[src/rtl/tpmck_pkg.sv]
// ----------------------------------------------------------------------------
// tpmck_pkg
// shared types, codes and reset values for the trackpad-to-cursor-key block
// ----------------------------------------------------------------------------
package tpmck_pkg;

	localparam int DELTA_BITS     = 8;
	localparam int THR_BITS       = 10;
	localparam int TIMEOUT_BITS   = 16;
	localparam int KEY_BITS       = 3;
	localparam int CFG_INDEX_BITS = 3;
	localparam int CFG_DATA_BITS  = 16;

	localparam int ACCUM_BITS_DEF = 12;
	localparam int IDLE_BITS_DEF  = 16;

	// item kinds carried on tuser
	localparam logic OP_TICK   = 1'b0;
	localparam logic OP_MOTION = 1'b1;

	typedef enum logic [KEY_BITS-1:0] {
		CUR_NONE  = 3'd0,
		CUR_LEFT  = 3'd1,
		CUR_RIGHT = 3'd2,
		CUR_UP    = 3'd3,
		CUR_DOWN  = 3'd4
	} key_t;

	typedef enum logic [1:0] {
		MODE_NONE  = 2'd0,
		MODE_HORIZ = 2'd1,
		MODE_VERT  = 2'd2
	} mode_t;

	typedef enum logic [CFG_INDEX_BITS-1:0] {
		CFG_HORIZ_START  = 3'd0,
		CFG_HORIZ_REPEAT = 3'd1,
		CFG_VERT_START   = 3'd2,
		CFG_VERT_REPEAT  = 3'd3,
		CFG_IDLE_TIMEOUT = 3'd4
	} cfg_index_t;

	localparam logic [THR_BITS-1:0]     HORIZ_START_RST  = 10'd12;
	localparam logic [THR_BITS-1:0]     HORIZ_REPEAT_RST = 10'd6;
	localparam logic [THR_BITS-1:0]     VERT_START_RST   = 10'd20;
	localparam logic [THR_BITS-1:0]     VERT_REPEAT_RST  = 10'd10;
	localparam logic [TIMEOUT_BITS-1:0] IDLE_TIMEOUT_RST = 16'd400;

	typedef struct packed {
		logic [THR_BITS-1:0]     horiz_start;
		logic [THR_BITS-1:0]     horiz_repeat;
		logic [THR_BITS-1:0]     vert_start;
		logic [THR_BITS-1:0]     vert_repeat;
		logic [TIMEOUT_BITS-1:0] idle_timeout;
	} cfg_t;

	// outcome of one item, step logic to top level
	typedef struct packed {
		logic fire;
		key_t key;
	} step_res_t;

endpackage

[src/rtl/tpmck_step.sv]
// ----------------------------------------------------------------------------
// tpmck_step
// next-state logic for one item: idle timeout, saturating accumulate,
// horizontal then vertical threshold checks with axis hysteresis
// ----------------------------------------------------------------------------
module tpmck_step #(
	parameter int ACCUM_BITS = tpmck_pkg::ACCUM_BITS_DEF,
	parameter int IDLE_BITS  = tpmck_pkg::IDLE_BITS_DEF
) (
	input  tpmck_pkg::cfg_t                     cfg,
	input  logic                                op,
	input  logic [tpmck_pkg::DELTA_BITS-1:0]    delta_x,
	input  logic [tpmck_pkg::DELTA_BITS-1:0]    delta_y,
	input  logic [ACCUM_BITS-1:0]               accum_x,
	input  logic [ACCUM_BITS-1:0]               accum_y,
	input  tpmck_pkg::mode_t                    mode,
	input  logic [IDLE_BITS-1:0]                idle,
	output logic [ACCUM_BITS-1:0]               accum_x_nxt,
	output logic [ACCUM_BITS-1:0]               accum_y_nxt,
	output tpmck_pkg::mode_t                    mode_nxt,
	output logic [IDLE_BITS-1:0]                idle_nxt,
	output tpmck_pkg::step_res_t                res
);

	// compare width covers both the accumulator and a 10-bit threshold
	localparam int CW = ((ACCUM_BITS > tpmck_pkg::THR_BITS) ? ACCUM_BITS
		: tpmck_pkg::THR_BITS) + 2;
	localparam int TW = (IDLE_BITS > tpmck_pkg::TIMEOUT_BITS) ? IDLE_BITS
		: tpmck_pkg::TIMEOUT_BITS;
	localparam logic [ACCUM_BITS-1:0] ACC_MAX = {1'b0, {(ACCUM_BITS-1){1'b1}}};
	localparam logic [ACCUM_BITS-1:0] ACC_MIN = {1'b1, {(ACCUM_BITS-1){1'b0}}};

	logic                          timed_out;
	logic [ACCUM_BITS-1:0]         ax0, ay0;
	tpmck_pkg::mode_t              m0;
	logic [ACCUM_BITS:0]           sum_x, sum_y;
	logic [ACCUM_BITS-1:0]         ax1, ay1;
	logic signed [CW-1:0]          ax_e, ay_e, thr_x, thr_y;
	logic [ACCUM_BITS-1:0]         ax2, ay2, ax3, ay3;
	tpmck_pkg::mode_t              m2, m3;
	tpmck_pkg::key_t               key2, key3;
	logic [CW-1:0]                 ax_lo, ax_hi, ay_lo, ay_hi;

	assign timed_out = {{(TW-IDLE_BITS){1'b0}}, idle}
		> {{(TW-tpmck_pkg::TIMEOUT_BITS){1'b0}}, cfg.idle_timeout};

	assign ax0 = timed_out ? '0 : accum_x;
	assign ay0 = timed_out ? '0 : accum_y;
	assign m0  = timed_out ? tpmck_pkg::MODE_NONE : mode;

	// saturating add of the sign-extended deltas
	assign sum_x = {ax0[ACCUM_BITS-1], ax0}
		+ {{(ACCUM_BITS+1-tpmck_pkg::DELTA_BITS){delta_x[tpmck_pkg::DELTA_BITS-1]}}, delta_x};
	assign sum_y = {ay0[ACCUM_BITS-1], ay0}
		+ {{(ACCUM_BITS+1-tpmck_pkg::DELTA_BITS){delta_y[tpmck_pkg::DELTA_BITS-1]}}, delta_y};
	assign ax1 = (sum_x[ACCUM_BITS] != sum_x[ACCUM_BITS-1])
		? (sum_x[ACCUM_BITS] ? ACC_MIN : ACC_MAX) : sum_x[ACCUM_BITS-1:0];
	assign ay1 = (sum_y[ACCUM_BITS] != sum_y[ACCUM_BITS-1])
		? (sum_y[ACCUM_BITS] ? ACC_MIN : ACC_MAX) : sum_y[ACCUM_BITS-1:0];

	// horizontal check
	assign ax_e  = $signed({{(CW-ACCUM_BITS){ax1[ACCUM_BITS-1]}}, ax1});
	assign thr_x = $signed({{(CW-tpmck_pkg::THR_BITS){1'b0}},
		(m0 == tpmck_pkg::MODE_HORIZ) ? cfg.horiz_repeat : cfg.horiz_start});
	assign ax_lo = ax_e + thr_x;
	assign ax_hi = ax_e - thr_x;

	always_comb begin
		ax2  = ax1;
		ay2  = ay1;
		m2   = m0;
		key2 = tpmck_pkg::CUR_NONE;
		if (ax_e < -thr_x) begin
			ax2  = ax_lo[ACCUM_BITS-1:0];
			ay2  = '0;
			m2   = tpmck_pkg::MODE_HORIZ;
			key2 = tpmck_pkg::CUR_LEFT;
		end else if (ax_e > thr_x) begin
			ax2  = ax_hi[ACCUM_BITS-1:0];
			ay2  = '0;
			m2   = tpmck_pkg::MODE_HORIZ;
			key2 = tpmck_pkg::CUR_RIGHT;
		end
	end

	// vertical check, may replace the horizontal key
	assign ay_e  = $signed({{(CW-ACCUM_BITS){ay2[ACCUM_BITS-1]}}, ay2});
	assign thr_y = $signed({{(CW-tpmck_pkg::THR_BITS){1'b0}},
		(m2 == tpmck_pkg::MODE_VERT) ? cfg.vert_repeat : cfg.vert_start});
	assign ay_lo = ay_e + thr_y;
	assign ay_hi = ay_e - thr_y;

	always_comb begin
		ax3  = ax2;
		ay3  = ay2;
		m3   = m2;
		key3 = key2;
		if (ay_e < -thr_y) begin
			ay3  = ay_lo[ACCUM_BITS-1:0];
			ax3  = '0;
			m3   = tpmck_pkg::MODE_VERT;
			key3 = tpmck_pkg::CUR_UP;
		end else if (ay_e > thr_y) begin
			ay3  = ay_hi[ACCUM_BITS-1:0];
			ax3  = '0;
			m3   = tpmck_pkg::MODE_VERT;
			key3 = tpmck_pkg::CUR_DOWN;
		end
	end

	always_comb begin
		if (op == tpmck_pkg::OP_MOTION) begin
			accum_x_nxt = ax3;
			accum_y_nxt = ay3;
			mode_nxt    = m3;
			idle_nxt    = '0;
			res.fire    = (key3 != tpmck_pkg::CUR_NONE);
			res.key     = key3;
		end else begin
			accum_x_nxt = accum_x;
			accum_y_nxt = accum_y;
			mode_nxt    = mode;
			idle_nxt    = (idle == {IDLE_BITS{1'b1}}) ? idle : idle + 1'b1;
			res.fire    = 1'b0;
			res.key     = tpmck_pkg::CUR_NONE;
		end
	end

endmodule

[src/rtl/trackpad_motion_to_cursor_keys.sv]
// ----------------------------------------------------------------------------
// trackpad_motion_to_cursor_keys
// turns relative trackpad motion and idle ticks into cursor key events
// ----------------------------------------------------------------------------
// One item is taken per clock while the output register is free or being
// drained. An accepted item is held in the input register, where the step
// logic (idle timeout, saturating add, horizontal then vertical threshold
// check) runs against the live state; when it retires, the state is updated
// and a fired key, if any, lands in the output register, from which it is
// offered; while that register holds an undrained key, the item waits.
// The sustained rate is one item per cycle while the output is not stalled,
// set by the state update loop through the step logic. Ticks and motion
// that fires no key give no output transfer. Configuration writes are taken
// at any time and belong to idle periods; cfg_ready is always high.
// ----------------------------------------------------------------------------
module trackpad_motion_to_cursor_keys #(
	parameter int ACCUM_BITS = tpmck_pkg::ACCUM_BITS_DEF,
	parameter int IDLE_BITS  = tpmck_pkg::IDLE_BITS_DEF
) (
	input  logic                                  clk,
	input  logic                                  arst_n,
	// input stream
	input  logic                                  s_tvalid,
	output logic                                  s_tready,
	input  logic [15:0]                           s_tdata,  // delta_x [7:0], delta_y [15:8]
	input  logic                                  s_tuser,  // op (0 tick, 1 motion)
	// output stream
	output logic                                  m_tvalid,
	input  logic                                  m_tready,
	output logic [7:0]                            m_tdata,  // cursor_key [2:0], zero fill
	// configuration writes
	input  logic                                  cfg_valid,
	output logic                                  cfg_ready,
	input  logic [tpmck_pkg::CFG_INDEX_BITS-1:0]  cfg_index,
	input  logic [tpmck_pkg::CFG_DATA_BITS-1:0]   cfg_data
);

	localparam int DB = tpmck_pkg::DELTA_BITS;

	// configuration registers
	tpmck_pkg::cfg_t cfg_q;

	// input register
	logic            s1_valid;
	logic            s1_op;
	logic [DB-1:0]   s1_dx;
	logic [DB-1:0]   s1_dy;

	// block state
	logic [ACCUM_BITS-1:0] accum_x_q, accum_y_q;
	tpmck_pkg::mode_t      mode_q;
	logic [IDLE_BITS-1:0]  idle_q;

	// output register
	logic                  m_valid_q;
	tpmck_pkg::key_t       key_q;

	// step logic outputs
	logic [ACCUM_BITS-1:0] accum_x_nxt, accum_y_nxt;
	tpmck_pkg::mode_t      mode_nxt;
	logic [IDLE_BITS-1:0]  idle_nxt;
	tpmck_pkg::step_res_t  res;

	logic out_free;
	logic adv;

	// output slot is free when empty or being drained this cycle
	assign out_free = !m_valid_q || m_tready;
	// item in the input register retires into state and output
	assign adv      = s1_valid && out_free;
	assign s_tready = !s1_valid || adv;
	assign cfg_ready = 1'b1;

	assign m_tvalid = m_valid_q;
	assign m_tdata  = {{(8-tpmck_pkg::KEY_BITS){1'b0}}, key_q};

	// configuration write
	always_ff @(posedge clk or negedge arst_n) begin
		if (!arst_n) begin
			cfg_q.horiz_start  <= tpmck_pkg::HORIZ_START_RST;
			cfg_q.horiz_repeat <= tpmck_pkg::HORIZ_REPEAT_RST;
			cfg_q.vert_start   <= tpmck_pkg::VERT_START_RST;
			cfg_q.vert_repeat  <= tpmck_pkg::VERT_REPEAT_RST;
			cfg_q.idle_timeout <= tpmck_pkg::IDLE_TIMEOUT_RST;
		end else if (cfg_valid && cfg_ready) begin
			case (tpmck_pkg::cfg_index_t'(cfg_index))
				tpmck_pkg::CFG_HORIZ_START: begin
					cfg_q.horiz_start <= cfg_data[tpmck_pkg::THR_BITS-1:0];
				end
				tpmck_pkg::CFG_HORIZ_REPEAT: begin
					cfg_q.horiz_repeat <= cfg_data[tpmck_pkg::THR_BITS-1:0];
				end
				tpmck_pkg::CFG_VERT_START: begin
					cfg_q.vert_start <= cfg_data[tpmck_pkg::THR_BITS-1:0];
				end
				tpmck_pkg::CFG_VERT_REPEAT: begin
					cfg_q.vert_repeat <= cfg_data[tpmck_pkg::THR_BITS-1:0];
				end
				tpmck_pkg::CFG_IDLE_TIMEOUT: begin
					cfg_q.idle_timeout <= cfg_data[tpmck_pkg::TIMEOUT_BITS-1:0];
				end
				default: begin
					// unknown index, write ignored
				end
			endcase
		end
	end

	// input register valid
	always_ff @(posedge clk or negedge arst_n) begin
		if (!arst_n) begin
			s1_valid <= 1'b0;
		end else if (s_tready) begin
			s1_valid <= s_tvalid;
		end
	end

	// input register payload
	always_ff @(posedge clk) begin
		if (s_tvalid && s_tready) begin
			s1_op <= s_tuser;
			s1_dx <= s_tdata[DB-1:0];
			s1_dy <= s_tdata[2*DB-1:DB];
		end
	end

	tpmck_step #(
		.ACCUM_BITS (ACCUM_BITS),
		.IDLE_BITS  (IDLE_BITS)
	) u_step (
		.cfg         (cfg_q),
		.op          (s1_op),
		.delta_x     (s1_dx),
		.delta_y     (s1_dy),
		.accum_x     (accum_x_q),
		.accum_y     (accum_y_q),
		.mode        (mode_q),
		.idle        (idle_q),
		.accum_x_nxt (accum_x_nxt),
		.accum_y_nxt (accum_y_nxt),
		.mode_nxt    (mode_nxt),
		.idle_nxt    (idle_nxt),
		.res         (res)
	);

	// state update, idle count starts saturated
	always_ff @(posedge clk or negedge arst_n) begin
		if (!arst_n) begin
			accum_x_q <= '0;
			accum_y_q <= '0;
			mode_q    <= tpmck_pkg::MODE_NONE;
			idle_q    <= '1;
		end else if (adv) begin
			accum_x_q <= accum_x_nxt;
			accum_y_q <= accum_y_nxt;
			mode_q    <= mode_nxt;
			idle_q    <= idle_nxt;
		end
	end

	// output valid
	always_ff @(posedge clk or negedge arst_n) begin
		if (!arst_n) begin
			m_valid_q <= 1'b0;
		end else if (adv) begin
			m_valid_q <= res.fire;
		end else if (m_tready) begin
			m_valid_q <= 1'b0;
		end
	end

	// output payload
	always_ff @(posedge clk) begin
		if (adv && res.fire) begin
			key_q <= res.key;
		end
	end

	// a delivered key is always one of the four directions
	a_key_valid: assert property (@(posedge clk) disable iff (!arst_n)
		m_valid_q |-> (key_q == tpmck_pkg::CUR_LEFT || key_q == tpmck_pkg::CUR_RIGHT
			|| key_q == tpmck_pkg::CUR_UP || key_q == tpmck_pkg::CUR_DOWN))
		else $error("output key out of range");

	// a retired motion restarts the idle count
	a_idle_restart: assert property (@(posedge clk) disable iff (!arst_n)
		(adv && s1_op == tpmck_pkg::OP_MOTION) |=> (idle_q == '0))
		else $error("idle count not cleared by motion");

	// a horizontal key leaves the vertical accumulator cleared
	a_horiz_clears_y: assert property (@(posedge clk) disable iff (!arst_n)
		(adv && res.fire && (res.key == tpmck_pkg::CUR_LEFT
			|| res.key == tpmck_pkg::CUR_RIGHT)) |=> (accum_y_q == '0))
		else $error("vertical accumulator kept after horizontal key");

	// a stalled item in the input register is kept
	a_s1_hold: assert property (@(posedge clk) disable iff (!arst_n)
		(s1_valid && !adv) |=> (s1_valid && $stable(s1_op) && $stable(s1_dx)
			&& $stable(s1_dy)))
		else $error("input register lost a stalled item");

endmodule
[config.mk]
export PLATFORM = sky130hd
export DESIGN_NAME = trackpad_motion_to_cursor_keys
export DESIGN_NICKNAME = d
export VERILOG_FILES = /design/src/rtl/tpmck_pkg.sv /design/src/rtl/tpmck_step.sv /design/src/rtl/trackpad_motion_to_cursor_keys.sv
export SDC_FILE = /design/constraint.sdc
export NUM_CORES = 1
export LEC_CHECK = 0
export BUFFER_PORTS_ARGS = -buffer_cell sky130_fd_sc_hd__buf_2
export CAP_MARGIN = 20
export CORE_UTILIZATION = 45
export CTS_CLUSTER_SIZE = 12
export DETAILED_ROUTE_END_ITERATION = 10
export HOLD_SLACK_MARGIN = 0.02
export PLACE_DENSITY = 0.76
export SYNTH_ARGS = -nofsm -noshare
export SYNTH_HDL_FRONTEND = slang
export SYNTH_SLANG_ARGS = --single-unit
[constraint.sdc]
create_clock -name clk -period 9.7 [get_ports clk]
set_clock_uncertainty 0.05 [all_clocks]
set_input_delay 1.455 -clock clk [delete_from_list [all_inputs] [get_ports clk]]
set_output_delay 1.455 -clock clk [all_outputs]
set_load 0.03 [all_outputs]
# Word-level counts from Yosys, hierarchy flattened
# Cells that the tools add are included.
# W data, S select, Z words.
[classes] add_sub_neg=9 n_mul=0 div_mod_pow=0 magnitude_cmp=5 n_eq_ne=10 shift=0 muxes=30 n_bitwise=0 reduce_logical=17
[op_table] op="$mux W12" n=14
[op_table] op="$mux W16" n=2
[op_table] op="$lt A12 B14 Y1" n=2
[op_table] op="$neg A10 Y14" n=2
[op_table] op="$add A12 B8 Y13" n=2
[op_table] op="$add A12 B11 Y12" n=2
[op_table] op="$gt A12 B11 Y1" n=2
[op_table] op="$sub A12 B11 Y12" n=2
[op_table] op="$mux W10" n=2
[op_table] op="$add A16 B1 Y16 const B" n=1
[op_table] op="$eq A16 B16 Y1 const B" n=1
[op_table] op="$gt A16 B16 Y1" n=1
[op_table] op="$reduce_and A2 Y1" n=7
[op_table] op="$mux W2" n=6
[op_table] op="$mux W3" n=3
[op_table] op="$eq A3 B2 Y1 const B" n=2
[op_table] op="$mux W4" n=1
[op_table] op="$eq A3 B1 Y1 const B" n=1
[op_table] op="$eq A3 B3 Y1 const B" n=1
[op_table] op="$logic_and A1 B1 Y1" n=3
[op_table] op="$logic_not A3 Y1" n=1
[op_table] op="$reduce_bool A3 Y1" n=1
[op_table] op="$eq A2 B1 Y1 const B" n=1
[op_table] op="$eq A2 B2 Y1 const B" n=1
[op_table] op="6 further kinds" n=10
[word_totals] ff_bits=120 latchBits=0 ramBits=0 mem_bits_ro=0 output_inout_bits=11 word_cells=86 n_memories=0

# Logic depth before layout (Yosys ltp)
# Gate-level depths: netlist of run 1.
[depth] ltp_word=16 ltp_mapped=50 mapped_depth_nobuf=46

# Modules after synthesis
# A second synthesis of run 1 with hierarchy kept.
[hier_totals] hier_cells=1125 hier_area_um2=10632.7
[modules_own_cells] module="tpmck_step" n_inst=1 cells_per_inst=875 area_per_inst_um2=6160.9 seq_area_each_um2=0.0
[modules_own_cells] module="trackpad_motion_to_cursor_keys" n_inst=1 cells_per_inst=250 area_per_inst_um2=4471.8 seq_area_each_um2=3136.8

# Worst setup path after synthesis of run 1
# OpenSTA, ideal clock, no wires.
[synth_path] path_kind="flip-flop to flip-flop" start="reg cfg_q[7] (netlist name)" end="reg key_q[0] (enable)" setup_ns=0.319 arrival_ns=9.249 t_required_ns=9.331 setup_slack_ns=0.082 stages_incl_launch_ff=51 period_less_slack_ns=9.618 path_cell_list="dfstp_2 inv_1 ha_1 a2111oi_0 o21ai_0 o221ai_1 a21oi_1 buf_2 clkbuf_1 nor2b_1 ha_1 inv_1 fa_1 nor2b_1 o2111ai_1 a21oi_1 o21ai_1 nand2_1 [15 not listed] nand3_4 nor2_4 mux2i_1 ha_1 nand3b_1 nor3_1 o22ai_1 xor2_1 ha_1 a21o_1 a21oi_1 o2111ai_1 o21ai_0 and2_1 buf_4 clkbuf_1 a211oi_1 nor2_1"
[synth_between] elab_chain_cells=16 word_cells_on_any_way=33
[synth_lines] item="start, declared" line_no="trackpad_motion_to_cursor_keys.sv:41" source="tpmck_pkg::cfg_t cfg_q;"
[synth_lines] item="$gt A16 B16 Y1 (*)" line_no="tpmck_step.sv:45" source="> {{(TW-tpmck_pkg::TIMEOUT_BITS){1'b0}}, cfg.idle_timeout};"
[synth_lines] item="$mux W12" line_no="tpmck_step.sv:47" source="assign ax0 = timed_out ? '0 : accum_x;"
[synth_lines] item="$add A12 B8 Y13" line_no="tpmck_step.sv:53" source="+ {{(ACCUM_BITS+1-tpmck_pkg::DELTA_BITS){delta_x[tpmck_pkg::DELTA_BITS-1]}}, delta_x};"
[synth_lines] item="$mux W12 / $ne A1 B1 Y1 (equally long branches)" line_no="tpmck_step.sv:57, tpmck_step.sv:56"
[synth_lines] item="$mux W12" line_no="tpmck_step.sv:57" source="? (sum_x[ACCUM_BITS] ? ACC_MIN : ACC_MAX) : sum_x[ACCUM_BITS-1:0];"
[synth_lines] item="$gt A12 B11 Y1" line_no="tpmck_step.sv:78" source="end else if (ax_e > thr_x) begin"
[synth_lines] item="$mux W2" line_no="tpmck_step.sv:78"
[synth_lines] item="$mux W2" line_no="tpmck_step.sv:73" source="if (ax_e < -thr_x) begin"
[synth_lines] item="$eq A2 B2 Y1" line_no="tpmck_step.sv:89" source="(m2 == tpmck_pkg::MODE_VERT) ? cfg.vert_repeat : cfg.vert_start});"
[synth_lines] item="$mux W10" line_no="tpmck_step.sv:89"
[synth_lines] item="$neg A10 Y14 / $gt A12 B11 Y1 (equally long branches)" line_no="tpmck_step.sv:98, tpmck_step.sv:103"
[synth_lines] item="$lt A12 B14 Y1 / $mux W3 (equally long branches)" line_no="tpmck_step.sv:98, tpmck_step.sv:103"
[synth_lines] item="$mux W3 (*)" line_no="tpmck_step.sv:98" source="if (ay_e < -thr_y) begin"
[synth_lines] item="$reduce_bool A3 Y1 (*)" line_no="tpmck_step.sv:117" source="res.fire = (key3 != tpmck_pkg::CUR_NONE);"
[synth_lines] item="$mux W4 (*)" line_no="tpmck_step.sv:112" source="if (op == tpmck_pkg::OP_MOTION) begin"
[synth_lines] item="$logic_and A1 B1 Y1 (*)" line_no="trackpad_motion_to_cursor_keys.sv:174" source="if (adv && res.fire) begin"
[synth_lines] item="end signal, assigned" line_no="trackpad_motion_to_cursor_keys.sv:175" source="key_q <= res.key;"
[synth_lines] item="end, declared" line_no="trackpad_motion_to_cursor_keys.sv:56" source="tpmck_pkg::key_t key_q;"
# Every way passes the cells marked *; elsewhere a longest branch is shown, timed or not.
# A chain may end at the register's enable or synchronous reset.

# Worst setup path in the final report of run 1
[layout_path] start="reg cfg_q[7] (netlist name)" end="reg accum_y_q[10]"
[layout_between] elab_chain_cells=13 word_cells_on_any_way=30
[layout_lines] item="$gt A16 B16 Y1 (*)" line_no="tpmck_step.sv:45"
[layout_lines] item="$mux W12" line_no="tpmck_step.sv:47"
[layout_lines] item="$add A12 B8 Y13" line_no="tpmck_step.sv:53"
[layout_lines] item="$mux W12 / $ne A1 B1 Y1 (equally long branches)" line_no="tpmck_step.sv:57, tpmck_step.sv:56"
[layout_lines] item="$mux W12" line_no="tpmck_step.sv:57"
[layout_lines] item="$gt A12 B11 Y1" line_no="tpmck_step.sv:78"
[layout_lines] item="$mux W2" line_no="tpmck_step.sv:78"
[layout_lines] item="$mux W2" line_no="tpmck_step.sv:73"
[layout_lines] item="$eq A2 B2 Y1" line_no="tpmck_step.sv:89"
[layout_lines] item="$mux W10" line_no="tpmck_step.sv:89"
[layout_lines] item="$neg A10 Y14, or another cell as far along" line_no="tpmck_step.sv:98"
[layout_lines] item="$lt A12 B14 Y1 / $mux W12 (equally long branches)" line_no="tpmck_step.sv:98, tpmck_step.sv:103"
[layout_lines] item="$mux W12 (*)" line_no="tpmck_step.sv:98"
[layout_lines] item="end signal, assigned" line_no="trackpad_motion_to_cursor_keys.sv:155" source="accum_y_q <= accum_y_nxt;"
[layout_lines] item="end, declared" line_no="trackpad_motion_to_cursor_keys.sv:50" source="logic [ACCUM_BITS-1:0] accum_x_q, accum_y_q;"
# Marked as above.

==> impl_metrics.toml, run 1 <==
[yosys]
synth_seq_cells = 120
syn_area_per_cell_um2 = 9.14
yosysWarnings = 0
postSynth.asyncResetShare = 0.833
synth_most_common_cell = "ha_1"
yosys.area.top_type = "dfrtp_1"
syn_area_um2 = 10000
synth_top_area_share = 0.182
synth_common_cells = "113 x ha_1, 79 x nor2_1, 74 x inv_1, 73 x a21oi_1, 73 x dfrtp_1"
seq_area_frac_synth = 0.312
synth_cell_types = 89
yosys-top-cells-area = "dfrtp_1 18%, ha_1 14%, dfstp_2 7.1%"
synth_edf_count = 20
synth_cells = 1099
synth_flop_cell = "dfrtp_1"

[critical_path]
slowest_stage = "dfstp_2"
path_max_fanout = 11
crit_type = "reg -> reg"
r2r_setup_slack_ns = 0.42
r2r-end = "accum_y_q[10]$_DFFE_PN0P_"
cp.arrival_ns = 9.54
reg2regPathDepth = 44
max_stage_delay_ns = 0.51
worstSetupEndpointType = "flip-flop"
worstReg2RegStart = "cfg_q[7]$_DFFE_PN1P_"
crit_required_ns = 9.96
startpoint_type = "flip-flop"

[sta]
min_period_over_period = 0.957
worstMarginPinSlew_ns = 0.890
slew_viol_final = 0
fin_crit_ns = 9.28
max_slew_margin = 0.407
max_freq_mhz = 108
setup_viol = 0
tns_ns = 0
final-hold-violation-count = 0
layout_setup_ws_ns = 0.422

[floorplan]
die_w_um = 151
die_h_um = 151
io_pins = 52
core_um2 = 21800
initial_core_util = 0.460
core.rowCount = 54
fp.dieArea_um2 = 22900

[run]
max_cap_violations = 0

[grt]
grt_overflow = 0
grt_usage = 0.234
first_global_vias = 8363
grt_pass1_wl_um = 41600
antenna_found_initial = 0
grt_start_max_net_pins = 62

[clocking]
hold_buffers = 0
clk_pin_slew_worst_paths_ns = 0.06
cts_tree = "done"
cts_buffer_depth = 2
root_buffer = "clkbuf_16"
cts_sinks = 120
insertion_delay_ns = 0.43
htreeDepth = 4
cts_buffers = 17

[place]
dp_cells = 1439
hpwlAfterDp_um = 19900
gp_congestion = 0.993
pre_cts_ws_ns = 0.117
io_buffer_count = 45

[run_status]
status = "complete, no violations"

[finish]
drive_above_1_share = 0.212
final_util = 0.534
final_nets = 1342
instances_no_fill = 1475
area_growth_pct = 16.1
insertedDiodeCount = 0

[worst_hold_path]
min_from = "accum_x_q[7]$_DFFE_PN0P_"
min_to = "accum_x_q[7]$_DFFE_PN0P_"
hold_path.class = "reg -> reg"
holdPathStages = 2

[detailed_routing]
firstDrtPassIters = 5
vias = 8500
routed_wl_um = 25700
route.detailed.drc = 0
ant_nets = 0
vias_per_cell = 5.76
drtIter0Drc = 588
wl_per_cell_um = 17.4
[through the flow]
stage          hold WS, ns  instance area (um2)
6_report             0.431                11700
5_1_grt              0.456                11700
4_1_cts              0.434                11500
3_5_place_dp         0.421                10900
3_3_place_gp         0.409                10900
2_1_floorplan        0.385                10100
[cell type report]
class | count | area [um2]
flip-flops and latches | 120 | 3140
inverters | 76 | 285
fillers | 1947 | 10200
clock inverters | 11 | 133
clock buffers | 21 | 493
repair buffers | 102 | 656
multi-input cells | 865 | 6600
well taps | 280 | 350
[logic make-up (layout without fill, tap and decap cells)]
family | after synthesis | after routing | synth area share
AND/OR/NAND/NOR | 332 | 332 | 0.175
XOR/XNOR | 64 | 64 | 0.0558
AO/OA/AOI/OAI | 281 | 281 | 0.186
other | 2 | 6 | 0.000748
adder cells (fa/ha/maj) | 119 | 119 | 0.153
buffers and inverters | 118 | 210 | 0.0485
flip-flops | 120 | 120 | 0.312
multiplexers | 63 | 63 | 0.0683
[per-layer routing]
| metal | part of all wire | wire, um | vias to the layer above | track usage |
|---|---|---|---|---|
| met5 | 0 | 0 | - | 0 |
| li1 | - | - | 4148 | - |
| met2 | 0.47 | 11900 | 266 | 0.394 |
| met4 | 0.017 | 445 | 0 | 0.0620 |
| met1 | 0.46 | 11700 | 4052 | 0.304 |
| met3 | 0.061 | 1570 | 34 | 0.0476 |
[flip-flops by register name, indices dropped and copies added (netlist names)]
name       count
accum_y_q     12
mode_q         2
accum_x_q     12
s1_dy          8
m_tvalid       1
cfg_q         56
s1_dx          8
key_q          3
idle_q        16
s1_valid       1
s1_op          1
[cell usage in the layout (no fill, tap or decap), types with 6 or more instances in the layout]
master,instances
edfxtp_1,20
xor2_1,27
mux2i_1,14
a21oi_1,70
inv_1,74
nand3_1,17
a211oi_1,9
nor2_1,79
nor2b_1,36
dfrtp_1,73
o21bai_1,8
mux2_2,44
nand4_1,12
conb_1,6
o21ai_1,8
o31ai_1,7
o21ai_0,68
a21o_1,16
nand2b_1,21
or3_1,7
nor3_1,27
clkbuf_16,19
ha_1,110
buf_2,44
xnor2_1,36
and3_1,9
nor4_1,9
dfstp_2,27
buf_4,57
o211ai_1,9
o21a_1,7
nand2_1,68
[repair_timing]
| action | in CTS | in global routing |
|---|---|---|
| setup endpoints to repair | 0 | 33 |
| endpoints found under the hold margin | 0 | 0 |
| gates resized for setup | 0 | 36 |
| buffers inserted | 0 | 3 |
[worst max-delay path, delay by kind of cell (launching register included)]
kind | cells | cell delay [ns]
muxes | 1 | 0.34
and+or+nand+nor | 9 | 1.85
xor gates and xnor gates | 2 | 0.32
buffers and inverters | 3 | 0.28
AOI/OAI and AO/OA | 23 | 4.08
adders and majority gates | 6 | 1.72
DFF | 1 | 0.51
[how the worst max path moves through the flow]
stage | start | to | slack [ns] | cells after the start
4_1_cts | cfg_q[7]$_DFFE_PN1P_ | accum_y_q[10]$_DFFE_PN0P_ | 0.04 | 46
6_report | cfg_q[7]$_DFFE_PN1P_ | accum_y_q[10]$_DFFE_PN0P_ | 0.42 | 44
2_1_floorplan | cfg_q[7]$_DFFE_PN1P_ | key_q[0]$_SDFFCE_PN0P_ | 0.08 | 50
3_3_place_gp | cfg_q[7]$_DFFE_PN1P_ | accum_y_q[6]$_DFFE_PN0P_ | 0.35 | 43
5_1_grt | cfg_q[7]$_DFFE_PN1P_ | accum_y_q[10]$_DFFE_PN0P_ | -0.07 | 46
3_5_place_dp | cfg_q[7]$_DFFE_PN1P_ | accum_y_q[10]$_DFFE_PN0P_ | 0.12 | 46
Power of run 1 is not shown: default switching activity piles up to over one toggle a cycle in this logic, so the estimate is an artifact.
==> run 2, diff against run 1 <==
ABC_AREA = 1   (was default)
PLACE_DENSITY = 0.63   (was 0.76)
==> run 2 against run 1 <==
Sequential cell count unchanged; sequential share of layout area up 0.52 points; utilization decreased by 1.7 points.
==> impl_metrics.toml, run 2 <==
[run_status]
status = "complete, no violations"

[clocking]
clk_pin_slew_worst_paths_ns = 0.07
root_buffer = "clkbuf_16"
cts_buffers = 17
htreeDepth = 4
cts_buffer_depth = 2
insertion_delay_ns = 0.43
cts_tree = "done"
cts_sinks = 120

[detailed_routing]
route.detailed.drc = 0
routed_wl_um = 26000
drtIter0Drc = 418
firstDrtPassIters = 5
wl_per_cell_um = 14.8
vias = 9088
ant_nets = 0
vias_per_cell = 5.16

[yosys]
synth_common_cells = "302 x nand2_1, 239 x inv_1, 113 x a21oi_1, 113 x ha_1, 106 x o21ai_0"
seq_area_frac_synth = 0.305
syn_area_per_cell_um2 = 7.24
synth_most_common_cell = "nand2_1"
synth_edf_count = 20
yosysWarnings = 0
yosys.area.top_type = "dfrtp_1"
synth_flop_cell = "dfrtp_1"
synth_top_area_share = 0.178
postSynth.asyncResetShare = 0.833
synth_cells = 1419
synth_cell_types = 50
synth_seq_cells = 120
syn_area_um2 = 10300
yosys-top-cells-area = "dfrtp_1 18%, ha_1 14%, nand2_1 11%"

[sta]
worstMarginPinSlew_ns = 0.975
max_slew_margin = 0.348
tns_ns = 0
layout_setup_ws_ns = 0.884
max_freq_mhz = 113
slew_viol_final = 0
setup_viol = 0
rsz0062_at_grt = "false"
final-hold-violation-count = 0
fin_crit_ns = 8.82
min_period_over_period = 0.909

[finish]
layout_common_cells = "301 x nand2_1, 237 x inv_1, 113 x a21oi_1"
final_area_um2 = 11400
reg.largest.list = "cfg_q: 56 flops, idle_q: 16 flops"
area_growth_pct = 11.3
insertedDiodeCount = 0
final_nets = 1627
regMostFlops = "cfg_q"
drive_above_1_share = 0.128
final_common_cell = "nand2_1"
instances_no_fill = 1760
largest_reg_flops = 56

[place]
dp_cells = 1724
pre_cts_ws_ns = 0.505
placed_cell_area_um2 = 10800
io_buffer_count = 45
gp_congestion = 0.907
hpwlAfterDp_um = 20300

[grt]
grt_start_max_net_pins = 58
grt_usage = 0.232
grt_pass1_wl_um = 43400
antenna_found_initial = 0
grt_overflow = 0
first_global_vias = 8776

[critical_path]
startpoint_type = "flip-flop"
max_stage_delay_ns = 0.60
crit_type = "reg -> reg"
cpMostUsedCell = "nand2_1"
cp.arrival_ns = 9.05
crit_required_ns = 9.93
slowest_stage = "dfstp_2"
worstSetupEndpointType = "flip-flop"
path_max_fanout = 11

[floorplan]
die_w_um = 153
initial_core_util = 0.465
fp.dieArea_um2 = 23400
io_pins = 52
core.rowCount = 54
die_h_um = 153
core_um2 = 22100

[run]
max_cap_violations = 0

[worst_hold_path]
hold_path.class = "reg -> reg"
-- run 2: cell count changes after synthesis, sizes merged, moves of 21 or more --
cell,delta
a21oi,+40
inv,+175
mux2,-44
nand2,+251
nand2b,-21
nand3,+40
nor2,+31
nor2b,-36
o21ai,+46
xnor2,-31
-- run 2: area by class of cell --
| type | instances | area [um2] |
|---|---|---|
| Clock inverter | 14 | 128 |
| Inverter | 251 | 946 |
| Timing Repair inverter | 1 | 7.51 |
| Multi-Input combinational cell | 1011 | 6050 |
| Clock buffer | 18 | 439 |
| Tap cell | 280 | 350 |
| Timing Repair Buffer | 65 | 378 |
| Fill cell | 2177 | 10700 |
| Sequential cell | 120 | 3140 |
-- run 2: worst max-delay path: cells and delay by family (launching register included) --
family,cells,cell delay (ns)
AO/OA/AOI/OAI,15,2.42
buffers and inverters,6,0.82
adder cells (fa/ha/maj),5,1.88
flip-flops,1,0.60
XOR/XNOR,1,0.19
AND/OR/NAND/NOR,25,2.68
-- run 2: layer usage --
metal	up-vias	track usage	share of wire
li1	4716	-	-
met1	4161	0.322	0.50
met2	187	0.379	0.45
met3	24	0.0349	0.035
met4	0	0.0539	0.014
met5	-	0	0
-- run 2: what timing repair did --
| item | CTS | global route |
|---|---|---|
| hold buffers | 0 | 0 |
| gates resized for setup | 0 | 16 |
| endpoints found under the setup margin | 0 | 30 |
| buffers inserted | 0 | 3 |
-- run 2: logic make-up (layout without fill, tap and decap cells) --
family,count (synthesis),in the layout,share of synthesized area
simple gates,546,546,0.232
fa+ha+maj,119,119,0.149
flops,120,120,0.305
compound gates,294,294,0.161
other cells,2,6,0.000731
xor+xnor,46,46,0.0392
buf+inv,292,349,0.112
-- run 2: worst paths after layout --
kind	from	to	slack [ns]	cells past startpoint
max reg2reg	idle_q[5]$_DFFE_PN1P_	mode_q[1]$_DFFE_PN0P_	0.88	52
max	idle_q[5]$_DFFE_PN1P_	mode_q[1]$_DFFE_PN0P_	0.88	52
min	cfg_q[46]$_DFFE_PN0P_	cfg_q[46]$_DFFE_PN0P_	0.44	2
max in group asynchronous	arst_n	cfg_q[53]$_DFFE_PN0P_	7.48	2
min reg2reg	cfg_q[46]$_DFFE_PN0P_	cfg_q[46]$_DFFE_PN0P_	0.44	2
min in group asynchronous	arst_n	cfg_q[15]$_DFFE_PN0P_	0.98	1
-- run 2: stage by stage --
step | util | hold slack, ns
6_report | 0.518 | 0.436
3_3_place_gp | 0.488 | 0.416
2_1_floorplan | - | 0.399
5_1_grt | 0.518 | 0.451
4_1_cts | 0.514 | 0.437
3_5_place_dp | 0.488 | 0.423
Power of run 2 is left out for the same reason.
